`config.mk`:
```
export PLATFORM = sky130hd
export DESIGN_NAME = multichannel_moving_average
export DESIGN_NICKNAME = d
export VERILOG_FILES = /design/src/hdl/mma_pkg.sv /design/src/hdl/multichannel_moving_average.sv
export SDC_FILE = /design/constraint.sdc
export NUM_CORES = 2
export LEC_CHECK = 0
export BUFFER_PORTS_ARGS = -buffer_cell sky130_fd_sc_hd__buf_4
export CELL_PAD_IN_SITES_DETAIL_PLACEMENT = 1
export CELL_PAD_IN_SITES_GLOBAL_PLACEMENT = 2
export CORE_UTILIZATION = 46
export DETAILED_ROUTE_END_ITERATION = 8
export PLACE_DENSITY_LB_ADDON = 0.1
export SYNTH_ARGS = -nofsm -noshare
export SYNTH_HDL_FRONTEND = slang
export SYNTH_SLANG_ARGS = --single-unit
```
`constraint.sdc`:
```
create_clock -name clock -period 7.11 [get_ports clock]
set_input_delay 1.422 -clock clock [delete_from_list [all_inputs] [get_ports clock]]
set_output_delay 1.422 -clock clock [all_outputs]
set_load 0.05 [all_outputs]
```
`src/hdl/mma_pkg.sv`:
```
// Shared constants and types for the per-channel moving-average filter.
// No dependencies; imported by multichannel_moving_average and tb_top.
package mma_pkg;

   // Block configuration
   localparam int CHANNELS    = 32;
   localparam int WINDOW      = 5;
   localparam int SAMPLE_BITS = 12;

   // Field widths of the stream items
   localparam int CHAN_BITS = 5;
   localparam int DATA_BITS = ((CHAN_BITS + SAMPLE_BITS + 7) / 8) * 8;

   // Derived storage widths
   localparam int SLOT_BITS      = (WINDOW > 2) ? $clog2(WINDOW) : 1;
   localparam int SUM_BITS       = SAMPLE_BITS + $clog2(WINDOW);
   localparam int SAMP_DEPTH     = CHANNELS * WINDOW;
   localparam int SAMP_ADDR_BITS = $clog2(SAMP_DEPTH);

   // Divide by WINDOW as multiply by rounded-up reciprocal and shift
   localparam int DIV_SHIFT = SUM_BITS + $clog2(WINDOW);
   localparam int DIV_MULT  = ((2 ** DIV_SHIFT) + WINDOW - 1) / WINDOW;
   localparam int MULT_BITS = SUM_BITS + 1;
   localparam int PROD_BITS = SUM_BITS + MULT_BITS;

   // Per-channel write position and whether the window has been filled once
   typedef struct packed {
      logic                 wrapped;
      logic [SLOT_BITS-1:0] slot;
   } slot_state_type;

endpackage

```
`src/hdl/multichannel_moving_average.sv`:
```
// Per-channel moving-average filter: top level with its state memories.
// Depends on mma_pkg.
//
// Usage:
//  req_ channel: one item per converter sample, carrying a channel number and a
//  12-bit reading. rsp_ channel: one item per input item, in order, carrying the
//  channel number and the mean of that channel's last five samples, truncated.
//  Both channels accept an item when tvalid and tready are high at a clock edge.
//  rsp_tvalid rises when the item reaches the output register. Throughput is
//  one item per cycle while rsp_tready is high: stage 1 updates slot and
//  sample, stage 2 the running sum, stage 3 divides and stage 4 is the output
//  register, each stage moving as soon as the one after it is free. Samples sit
//  in one memory, the write slot and the running sum in two small ones;
//  back-to-back items on the same channel are forwarded from the next stage.
//  Reset clears the per-channel valid flags: an unwritten channel reads as
//  slot zero, sum zero and an empty window, so the first averages include
//  zeros. No clearing pass is needed and the block is ready straight
//  after reset. When the receiver stalls the result is held; the stages behind
//  it keep filling, and req_tready falls once all four are occupied.
//  A channel number at or above the channel count changes no state and returns
//  an average of zero.
module multichannel_moving_average (
   input  logic                           clock,
   input  logic                           reset,
   input  logic                           req_tvalid,
   output logic                           req_tready,
   // [4:0] channel, [16:5] sample, rest zero
   input  logic [mma_pkg::DATA_BITS-1:0]  req_tdata,
   output logic                           rsp_tvalid,
   input  logic                           rsp_tready,
   // [4:0] channel_out, [16:5] average, rest zero
   output logic [mma_pkg::DATA_BITS-1:0]  rsp_tdata
);
   import mma_pkg::*;

   // Memories
   slot_state_type                slot_mem [CHANNELS];
   logic [SUM_BITS-1:0]           sum_mem  [CHANNELS];
   logic [SAMPLE_BITS-1:0]        samp_mem [SAMP_DEPTH];

   // Per-channel valid flags (cleared at reset)
   logic [CHANNELS-1:0] slot_valid_ff, slot_valid_in;
   logic [CHANNELS-1:0] sum_valid_ff,  sum_valid_in;

   // Stage 1: slot lookup, sample write
   logic                   s1_valid_ff, s1_valid_in;
   logic [CHAN_BITS-1:0]   s1_ch_ff;
   logic [SAMPLE_BITS-1:0] s1_smp_ff;
   logic                   s1_range_ff;
   slot_state_type         s1_slot_rd_ff;

   // Stage 2: old sample and sum arrive
   logic                   s2_valid_ff, s2_valid_in;
   logic [CHAN_BITS-1:0]   s2_ch_ff;
   logic [SAMPLE_BITS-1:0] s2_smp_ff;
   logic                   s2_range_ff;
   logic                   s2_wrapped_ff;
   slot_state_type         s2_next_ff;
   logic [SAMPLE_BITS-1:0] s2_old_rd_ff;
   logic [SUM_BITS-1:0]    s2_sum_rd_ff;

   // Stage 3: new sum
   logic                   s3_valid_ff, s3_valid_in;
   logic [CHAN_BITS-1:0]   s3_ch_ff;
   logic                   s3_range_ff;
   logic [SUM_BITS-1:0]    s3_sum_ff;

   // Stage 4: output register
   logic                   s4_valid_ff, s4_valid_in;
   logic [CHAN_BITS-1:0]   s4_ch_ff;
   logic [SAMPLE_BITS-1:0] s4_avg_ff;

   // Handshake and stage movement
   logic                   req_fire;
   logic                   s4_free, s3_free, s2_free, s1_free;
   logic                   s1_move, s2_move, s3_move;
   logic [CHAN_BITS-1:0]   req_ch;
   logic [SAMPLE_BITS-1:0] req_smp;

   // Stage 1 working signals
   logic                      s1_fwd;
   slot_state_type            s1_cur;
   slot_state_type            s1_next;
   logic [SAMP_ADDR_BITS-1:0] s1_addr;

   // Stage 2 working signals
   logic                   s2_fwd;
   logic [SUM_BITS-1:0]    s2_sum_cur;
   logic [SAMPLE_BITS-1:0] s2_old;
   logic [SUM_BITS-1:0]    s2_sum_new;

   // Stage 3 working signals
   logic [PROD_BITS-1:0]   s3_prod;
   logic [SAMPLE_BITS-1:0] s3_avg;

   assign req_ch  = req_tdata[CHAN_BITS-1:0];
   assign req_smp = req_tdata[CHAN_BITS +: SAMPLE_BITS];

   // A stage moves when the next one is empty or moving
   assign s4_free    = !s4_valid_ff || rsp_tready;
   assign s3_move    = s3_valid_ff && s4_free;
   assign s3_free    = !s3_valid_ff || s4_free;
   assign s2_move    = s2_valid_ff && s3_free;
   assign s2_free    = !s2_valid_ff || s3_free;
   assign s1_move    = s1_valid_ff && s2_free;
   assign s1_free    = !s1_valid_ff || s2_free;
   assign req_tready = s1_free;
   assign req_fire   = req_tvalid && req_tready;

   assign s1_valid_in = req_fire || (s1_valid_ff && !s1_move);
   assign s2_valid_in = s1_move  || (s2_valid_ff && !s2_move);
   assign s3_valid_in = s2_move  || (s3_valid_ff && !s3_move);
   assign s4_valid_in = s3_move  || (s4_valid_ff && !rsp_tready);

   // Stage 1: current slot, forwarded from the item just ahead on the same channel
   always_comb begin
      s1_fwd = s2_valid_ff && s2_range_ff && (s2_ch_ff == s1_ch_ff);
      if (s1_fwd) begin
         s1_cur = s2_next_ff;
      end else if (slot_valid_ff[s1_ch_ff]) begin
         s1_cur = s1_slot_rd_ff;
      end else begin
         s1_cur = '0;
      end
      if (32'(s1_cur.slot) >= WINDOW) begin
         s1_cur.slot = '0;
      end
      s1_next.wrapped = s1_cur.wrapped;
      s1_next.slot    = s1_cur.slot + SLOT_BITS'(1);
      if (32'(s1_cur.slot) == WINDOW - 1) begin
         s1_next.wrapped = 1'b1;
         s1_next.slot    = '0;
      end
      s1_addr = SAMP_ADDR_BITS'(32'(s1_ch_ff) * WINDOW + 32'(s1_cur.slot));
   end

   // Stage 2: running sum update; the old sample counts only once the window has wrapped
   always_comb begin
      s2_fwd = s3_valid_ff && s3_range_ff && (s3_ch_ff == s2_ch_ff);
      if (s2_fwd) begin
         s2_sum_cur = s3_sum_ff;
      end else if (sum_valid_ff[s2_ch_ff]) begin
         s2_sum_cur = s2_sum_rd_ff;
      end else begin
         s2_sum_cur = '0;
      end
      s2_old     = s2_wrapped_ff ? s2_old_rd_ff : '0;
      s2_sum_new = s2_sum_cur - SUM_BITS'(s2_old) + SUM_BITS'(s2_smp_ff);
   end

   // Stage 3: divide by the window length
   assign s3_prod = PROD_BITS'(s3_sum_ff) * PROD_BITS'(DIV_MULT);
   assign s3_avg  = s3_range_ff ? s3_prod[DIV_SHIFT +: SAMPLE_BITS] : '0;

   // Valid flag updates
   always_comb begin
      slot_valid_in = slot_valid_ff;
      sum_valid_in  = sum_valid_ff;
      if (s1_move && s1_range_ff) begin
         slot_valid_in[s1_ch_ff] = 1'b1;
      end
      if (s2_move && s2_range_ff) begin
         sum_valid_in[s2_ch_ff] = 1'b1;
      end
   end

   // Slot memory: read on acceptance, written from stage 1
   always_ff @(posedge clock) begin
      if (s1_move && s1_range_ff) begin
         slot_mem[s1_ch_ff] <= s1_next;
      end
      if (req_fire) begin
         s1_slot_rd_ff <= slot_mem[req_ch];
      end
   end

   // Sample memory: old sample read and new one written at the same entry
   always_ff @(posedge clock) begin
      if (s1_move && s1_range_ff) begin
         samp_mem[s1_addr] <= s1_smp_ff;
      end
      if (s1_move) begin
         s2_old_rd_ff <= samp_mem[s1_addr];
      end
   end

   // Sum memory: read as an item enters stage 2, written from stage 2
   always_ff @(posedge clock) begin
      if (s2_move && s2_range_ff) begin
         sum_mem[s2_ch_ff] <= s2_sum_new;
      end
      if (s1_move) begin
         s2_sum_rd_ff <= sum_mem[s1_ch_ff];
      end
   end

   // Control state
   always_ff @(posedge clock) begin
      if (reset) begin
         s1_valid_ff   <= 1'b0;
         s2_valid_ff   <= 1'b0;
         s3_valid_ff   <= 1'b0;
         s4_valid_ff   <= 1'b0;
         slot_valid_ff <= '0;
         sum_valid_ff  <= '0;
      end else begin
         s1_valid_ff   <= s1_valid_in;
         s2_valid_ff   <= s2_valid_in;
         s3_valid_ff   <= s3_valid_in;
         s4_valid_ff   <= s4_valid_in;
         slot_valid_ff <= slot_valid_in;
         sum_valid_ff  <= sum_valid_in;
      end
   end

   // Stage payloads
   always_ff @(posedge clock) begin
      if (req_fire) begin
         s1_ch_ff    <= req_ch;
         s1_smp_ff   <= req_smp;
         s1_range_ff <= 32'(req_ch) < CHANNELS;
      end
      if (s1_move) begin
         s2_ch_ff      <= s1_ch_ff;
         s2_smp_ff     <= s1_smp_ff;
         s2_range_ff   <= s1_range_ff;
         s2_wrapped_ff <= s1_cur.wrapped;
         s2_next_ff    <= s1_next;
      end
      if (s2_move) begin
         s3_ch_ff    <= s2_ch_ff;
         s3_range_ff <= s2_range_ff;
         s3_sum_ff   <= s2_range_ff ? s2_sum_new : '0;
      end
      if (s3_move) begin
         s4_ch_ff  <= s3_ch_ff;
         s4_avg_ff <= s3_avg;
      end
   end

   assign rsp_tvalid = s4_valid_ff;
   assign rsp_tdata  = {(DATA_BITS - CHAN_BITS - SAMPLE_BITS)'(0), s4_avg_ff, s4_ch_ff};

   // Checks
   a_slot_in_window: assert property (@(posedge clock) disable iff (reset)
      s1_valid_ff |-> (32'(s1_next.slot) < WINDOW))
      else $error("write slot left the window");

   a_sum_bounded: assert property (@(posedge clock) disable iff (reset)
      s3_valid_ff |-> (32'(s3_sum_ff) <= WINDOW * ((2 ** SAMPLE_BITS) - 1)))
      else $error("running sum beyond window capacity");

   a_accept_enters: assert property (@(posedge clock) disable iff (reset)
      req_fire |=> s1_valid_ff)
      else $error("accepted item lost before stage 1");

   a_held_result: assert property (@(posedge clock) disable iff (reset)
      (s4_valid_ff && !rsp_tready) |=> (s4_valid_ff && !$past(s3_move)))
      else $error("stage 3 overwrote a held result");

endmodule

```
# == Word-level counts from Yosys, hierarchy flattened ==
# Memories as Yosys holds them, arrays and structs flattened. A register that Yosys moved wholly into a read port is not among the register bits.
# Cells that the tools add are included.
# Widths: inputs -> output; s select.
# classes
shifts,0
reduce_logical,28
n_eq_ne,3
multipliers,2
add_sub_neg,4
n_lt_le_gt_ge,5
n_mux,19
bitwise,2
div,0
# op_table
cell,n
$or 32x32->32,2
$mul 15x16->30 const B,1
$mux 15,2
$add 15x12->15,1
$sub 15x12->15,1
$logic_and 1x1->1,12
$lt 5x6->1 const B,2
$mux 12,1
$mux 4,3
$bmux 1 s5,2
$demux 1 s5,2
$eq 5x5->1,2
$ge 5x1->1 const B,2
$add 8x3->8,1
$logic_not 1->1,8
$logic_or 1x1->1,8
$mul 5x3->8 const B,1
$mux 1,8
$add 3x1->3 const B,1
$eq 3x3->1 const B,1
$ge 3x3->1 const B,1
$mux 3,1
# word_totals
input_bits,28
regBits,144
mem_bits_rw,2528
output_inout_bits,26
mem_bits_ro,0
mem_count,3
latch_bits,0
# mem_list
memory,depth,word_bits,rd,rd_clocked_by_memory_dff,wr,line_no,text
samp_mem,160,12,1,1,1,multichannel_moving_average.sv:39,logic [SAMPLE_BITS-1:0] samp_mem [SAMP_DEPTH];
sum_mem,32,15,1,1,1,multichannel_moving_average.sv:38,logic [SUM_BITS-1:0] sum_mem [CHANNELS];
slot_mem,32,4,1,1,1,multichannel_moving_average.sv:37,slot_state_type slot_mem [CHANNELS];

# == Longest topological paths before layout ==
# logic_depth
depth_word,8
depth_mapped,20
depth_no_buf,19

# == Worst setup path before layout ==
# Ideal clock, no wire load.
# synth_timing
path_type,reg2reg
from,reg s2_ch_ff[0]
to,"reg s3_sum_ff[13], data pin"
setup_ps,628
setup_slack_ps,523
n_path_buf,2
arrival_time_ps,5959
path_stages_with_launch,17
synth_period_minus_slack_ps,6587
path_cell_list,edfxtp_1 -> buf_2 -> mux4_2 -> mux4_2 -> nand2_1 -> a31oi_1 -> clkbuf_1 -> a22oi_1 -> fa_1 -> inv_1 -> ha_1 -> a21o_1 -> a21oi_1 -> o21ai_0 -> nand4_1 -> a31oi_1 -> o311ai_0
# synth_via
elab_chain_cells,6
# synth_lines
element,line_no,text
from (decl),multichannel_moving_average.sv:54,logic [CHAN_BITS-1:0] s2_ch_ff;
from (signal assigned),multichannel_moving_average.sv:224,s2_ch_ff <= s1_ch_ff;
$bmux 1 s5,multichannel_moving_average.sv:142,end else if (sum_valid_ff[s2_ch_ff]) begin
$mux 1 (not written as such),multichannel_moving_average.sv:142,
$mux 15,multichannel_moving_average.sv:142,
$mux 15 *,multichannel_moving_average.sv:140,if (s2_fwd) begin
$sub 15x12->15 *,multichannel_moving_average.sv:148,s2_sum_new = s2_sum_cur - SUM_BITS'(s2_old) + SUM_BITS'(s2_smp_ff);
$add 15x12->15 *,multichannel_moving_average.sv:148,
via s2_sum_new[13],multichannel_moving_average.sv:90,logic [SUM_BITS-1:0] s2_sum_new;
to (signal assigned),multichannel_moving_average.sv:233,s3_sum_ff <= s2_range_ff ? s2_sum_new : '0;
to (decl),multichannel_moving_average.sv:66,logic [SUM_BITS-1:0] s3_sum_ff;
# The timed path passes the listed nets; every way through them passes the cells marked *. The select of a mux whose other input is x is not followed.
# A chain may end at the register's enable or synchronous reset.

# == Worst setup path in the final report ==
# layout_timing
from,reg s1_ch_ff[0]
to,"reg s2_old_rd_ff[1] (read register of samp_mem), data pin"
# layout_via
elab_chain_cells,7
# layout_lines
element,line_no,text
from (decl),multichannel_moving_average.sv:47,logic [CHAN_BITS-1:0] s1_ch_ff;
from (signal assigned),multichannel_moving_average.sv:219,s1_ch_ff <= req_ch;
$bmux 1 s5,multichannel_moving_average.sv:120,end else if (slot_valid_ff[s1_ch_ff]) begin
$mux 1 (not written as such),multichannel_moving_average.sv:120,
$mux 4,multichannel_moving_average.sv:120,
$mux 4,multichannel_moving_average.sv:118,if (s1_fwd) begin
$ge 3x3->1,multichannel_moving_average.sv:125,if (32'(s1_cur.slot) >= WINDOW) begin
$mux 3,multichannel_moving_average.sv:125,
$add 8x3->8 *,multichannel_moving_average.sv:134,s1_addr = SAMP_ADDR_BITS'(32'(s1_ch_ff) * WINDOW + 32'(s1_cur.slot));
to (decl),multichannel_moving_average.sv:59,logic [SAMPLE_BITS-1:0] s2_old_rd_ff;
# Mark *: on every way between the ends. The rest lies on a longest branch, timed or not. The select of a mux whose other input is x is not followed.

==> results.md <==
* Max-slew violation count at 0
* # nets final at 5,913
* Register share of total power at 46.5%
* First-pass DRT Iterations at 5
* Std cell rows at 177
* Initial antenna violation count at 8
* Hold Startpoint: sum_valid_ff[28]
* Fin. Hold Viols at 0
* Worst EP arrival at 6.93 ns
* P&R area growth vs syn at 15.0%
* RSZ-0062 raised after global routing: no
* Port bufs at 39
* EDFF count, synth at 2,635
* Finished Cell Area at 0.124 sq mm
* Largest net degree at the start of global routing at 162
* CTS H-tree depth at 5
* VDD IR max at 0.265 mV
* Maximum clock frequency at 0.158 GHz
* GRT overflow at 0
* Period utilization at 88.8%
* Slowest Stage Delay on Critical Path at 0.61 ns
* Cell Chain, Critical Path: buf_4, mux4_2, a22oi_1, and4_1, nor3_1, a22oi_1, inv_1, ha_1, ha_4, fa_4, xor2_4, buf_12, mux4_2, mux2_2, a22oi_1, nand4_1
* Synth Instances at 5,171
* Post-synthesis sequential area ratio at 74.6%
* Final setup vio count at 0
* Io pins at 54
* Final HPWL DP at 180,000 microns
* Global-route usage over all layers at 24.3%
* Critical Path RT at 7.73 ns
* Via count at 53,255
* Synth Register Bits at 2,703
* Synthesized area at 0.108 sq mm
* Clk buf depth at 4
* Ys flop type: edfxtp_1
* Final GP Congestion at 0.862
* Placed Area at 0.115 sq mm
* Drt initial violations at 4,673
* Worst Hold Class: reg -> reg
* CTS tree: yes
* Max_cap viols at 0
* Post-synth cell types at 66
* Count leader, synth: edfxtp_1
* Hold Path Sink: sum_valid_ff[28]
* ANT nets after route at 0
* Worst setup SP type: flip-flop
* Hold buffers post-CTS at 0
* Int Pwr at 29,100 uW
* Post_cts resized at 0
* GRT met3 Usage at 3.35%
* Root Driver: clkbuf_16
* Critical Path End Type: flip-flop
* Leak pwr at 0.0405 uW
* Setup Fix Bufs, Post-CTS at 0
* Crit path max fanout at 51
* FF-to-FF Start: s1_ch_ff[0]
* Switching Fraction at 25.8%
* DIE HEIGHT at 486 microns
* Share of the synthesized area in the top cell type at 73.4%
* Combinational share of power at 15.4%
* Die area at 0.236 sq mm
* Synth top area cells: edfxtp_1 73%, mux4_2 15%, ha_1 1.6%, a22oi_1 1.3%, fa_1 1.3%
* Mapped Avg Cell Area at 20.9 sq um
* Critical path's top delay family: multiplexers
* Rel. slew slack at 8.69%
* Pwr/cell area at 316 mW/mm^2
* Global routing's busiest layer: met2
* Final wirelength at 285,000 microns
* Routed WL per cell at 31.6 microns
* Core ar. at 0.233 sq mm
* First-pass GRT wire length at 409,000 microns
* Buf/Inv on CP at 3
* P_sw at 10,100 uW
* Worst r2r dst: s2_old_rd_ff[1]
* Tmin final at 6.31 ns
* Fraction of registers with async set/reset at 0%
* Layout cells sized above 1 at 27.6%
* Clk sinks at 2,703
* DRC viols at 0
* Slew of the pin with the lowest slew margin at 1.36 ns
* CP max-delay cell: a22oi_1
* Skew final at 0.0581 ns
* Worst r2r path cells at 16
* Vias in the first global route at 55,390
* Clock slew at reported path FFs at 0.06 ns
* Cell taking the most area after synthesis: edfxtp_1
* CTS Buf Count at 301
* Met1 GRT Util at 34.0%
* Clock Power Share at 38.1%
* Worst hold stages at 2
* Met2 Usage GRT at 39.5%
* Top cells by count, synth: 2,635 x edfxtp_1, 696 x mux4_2, 352 x nor2_1
* Via density at 5.90
* Synth Warn # at 0
* Most frequent CP cell: a22oi_1
* DIE WIDTH at 486 microns
* Critical path class: reg -> reg
* Reg2reg setup slack at 0.80 ns
* Clock Latency Late Sink at 0.94 ns
* Setup tns final at 0 ns
* Initial core utilization at 46.3%
* Status: complete, no violations
-- layer usage --
metal | part of all wire, % | up-vias
met3 | 4.9 | 416
li1 | - | 22379
met2 | 49 | 1506
met4 | 3.5 | 2
met5 | 0.0049 | -
met1 | 43 | 28952
-- registers in the layout, summed over array words and instances, names as in the netlist, 5 cells and up --
signal         count
s2_ch_ff           5
s3_sum_ff         15
s1_smp_ff         12
sum_valid_ff      32
slot_mem         128
s4_ch_ff           5
s2_old_rd_ff      12
samp_mem        1920
s4_avg_ff         12
s3_ch_ff           5
s2_smp_ff         12
slot_valid_ff     32
sum_mem          480
s2_sum_rd_ff      15
s1_ch_ff           5
-- worst max-delay path by stage --
| stage | from | to | slack [ns] | cells after the start |
|---|---|---|---|---|
| after floorplan | s2_ch_ff[0] | s3_sum_ff[13] | 0.52 | 16 |
| after global placement | s1_ch_ff[0] | samp_mem[157][7] | 0.73 | 15 |
| after detailed placement | s1_ch_ff[0] | samp_mem[157][6] | 0.73 | 15 |
| after CTS | s1_ch_ff[0] | samp_mem[157][1] | 0.72 | 15 |
| after global routing | s1_ch_ff[0] | samp_mem[110][6] | 0.46 | 16 |
| final | s1_ch_ff[0] | s2_old_rd_ff[1] | 0.80 | 16 |
-- final cells by class --
class / count / area, sq um
Tap cell: 3132 / 3920
Timing Repair Buffer: 459 / 3900
Fill cell: 20260 / 109000
Clock buffer: 374 / 8000
Clock inverter: 144 / 1340
Inverter: 152 / 571
Sequential cell: 2703 / 80500
Multi-Input combinational cell: 2058 / 25800
Antenna cell: 2 / 5.00
-- stage by stage --
stage	hold slack [ns]	utilization [%]	setup slack, ns	total power (uW)	std cells
CTS	0.469	53.3	0.723	39700	9022
detailed placement	0.454	49.3	0.731	24700	8504
global placement	0.442	49.3	0.727	24600	8504
global route	0.491	53.3	0.461	40600	9024
floorplan	0.421	-	0.523	22200	5177
finish	0.467	53.3	0.800	39200	9024
-- cells by family (layout without fill, tap and decap cells) --
logic type | count (synthesis) | after routing | synth area share [%]
AND/OR/NAND/NOR | 610 | 610 | 2.45
multiplexers | 751 | 751 | 15.1
AO/OA/AOI/OAI | 434 | 434 | 2.88
XOR/XNOR | 46 | 46 | 0.374
other | 1 | 9 | 0.00348
buffers and inverters | 416 | 1129 | 1.68
flip-flops | 2703 | 2703 | 74.6
adder cells (fa/ha/maj) | 210 | 210 | 2.92
-- layout by cell type (no fill, tap or decap), types with 18 or more instances in the layout --
| cell | synthesis | routed |
|---|---|---|
| a211oi_1 | 34 | 34 |
| a21oi_1 | 78 | 76 |
| a22oi_1 | 192 | 192 |
| a32oi_1 | 21 | 21 |
| buf_12 | 0 | 36 |
| buf_4 | 35 | 423 |
| bufinv_16 | 0 | 25 |
| clkbuf_1 | 138 | 63 |
| clkbuf_16 | 0 | 309 |
| clkinv_1 | 1 | 60 |
| clkinv_2 | 0 | 43 |
| dfxtp_1 | 68 | 68 |
| edfxtp_1 | 2635 | 2635 |
| fa_1 | 69 | 68 |
| ha_1 | 141 | 139 |
| inv_1 | 150 | 150 |
| mux2_2 | 18 | 18 |
| mux2i_1 | 37 | 36 |
| mux4_2 | 696 | 696 |
| nand2_1 | 100 | 100 |
| nand3_1 | 26 | 26 |
| nand4_1 | 36 | 36 |
| nor2_1 | 352 | 343 |
| nor3_1 | 28 | 26 |
-- tightest hold or removal path: cells and delay by family (launching register included) --
kind            cells  cell delay [ns]
flops               1             0.32
simple gates        1             0.07
compound gates      1             0.04
-- power by group through the flow --
stage,logic (uW),registers [uW],clock network [uW]
3_3_place_gp,6020,18600,0
2_1_floorplan,3530,18700,0
6_report,6040,18200,15000
5_1_grt,6620,18200,15800
3_5_place_dp,6120,18600,0
4_1_cts,6160,18200,15300
Power figures use the tool's default switching activity.
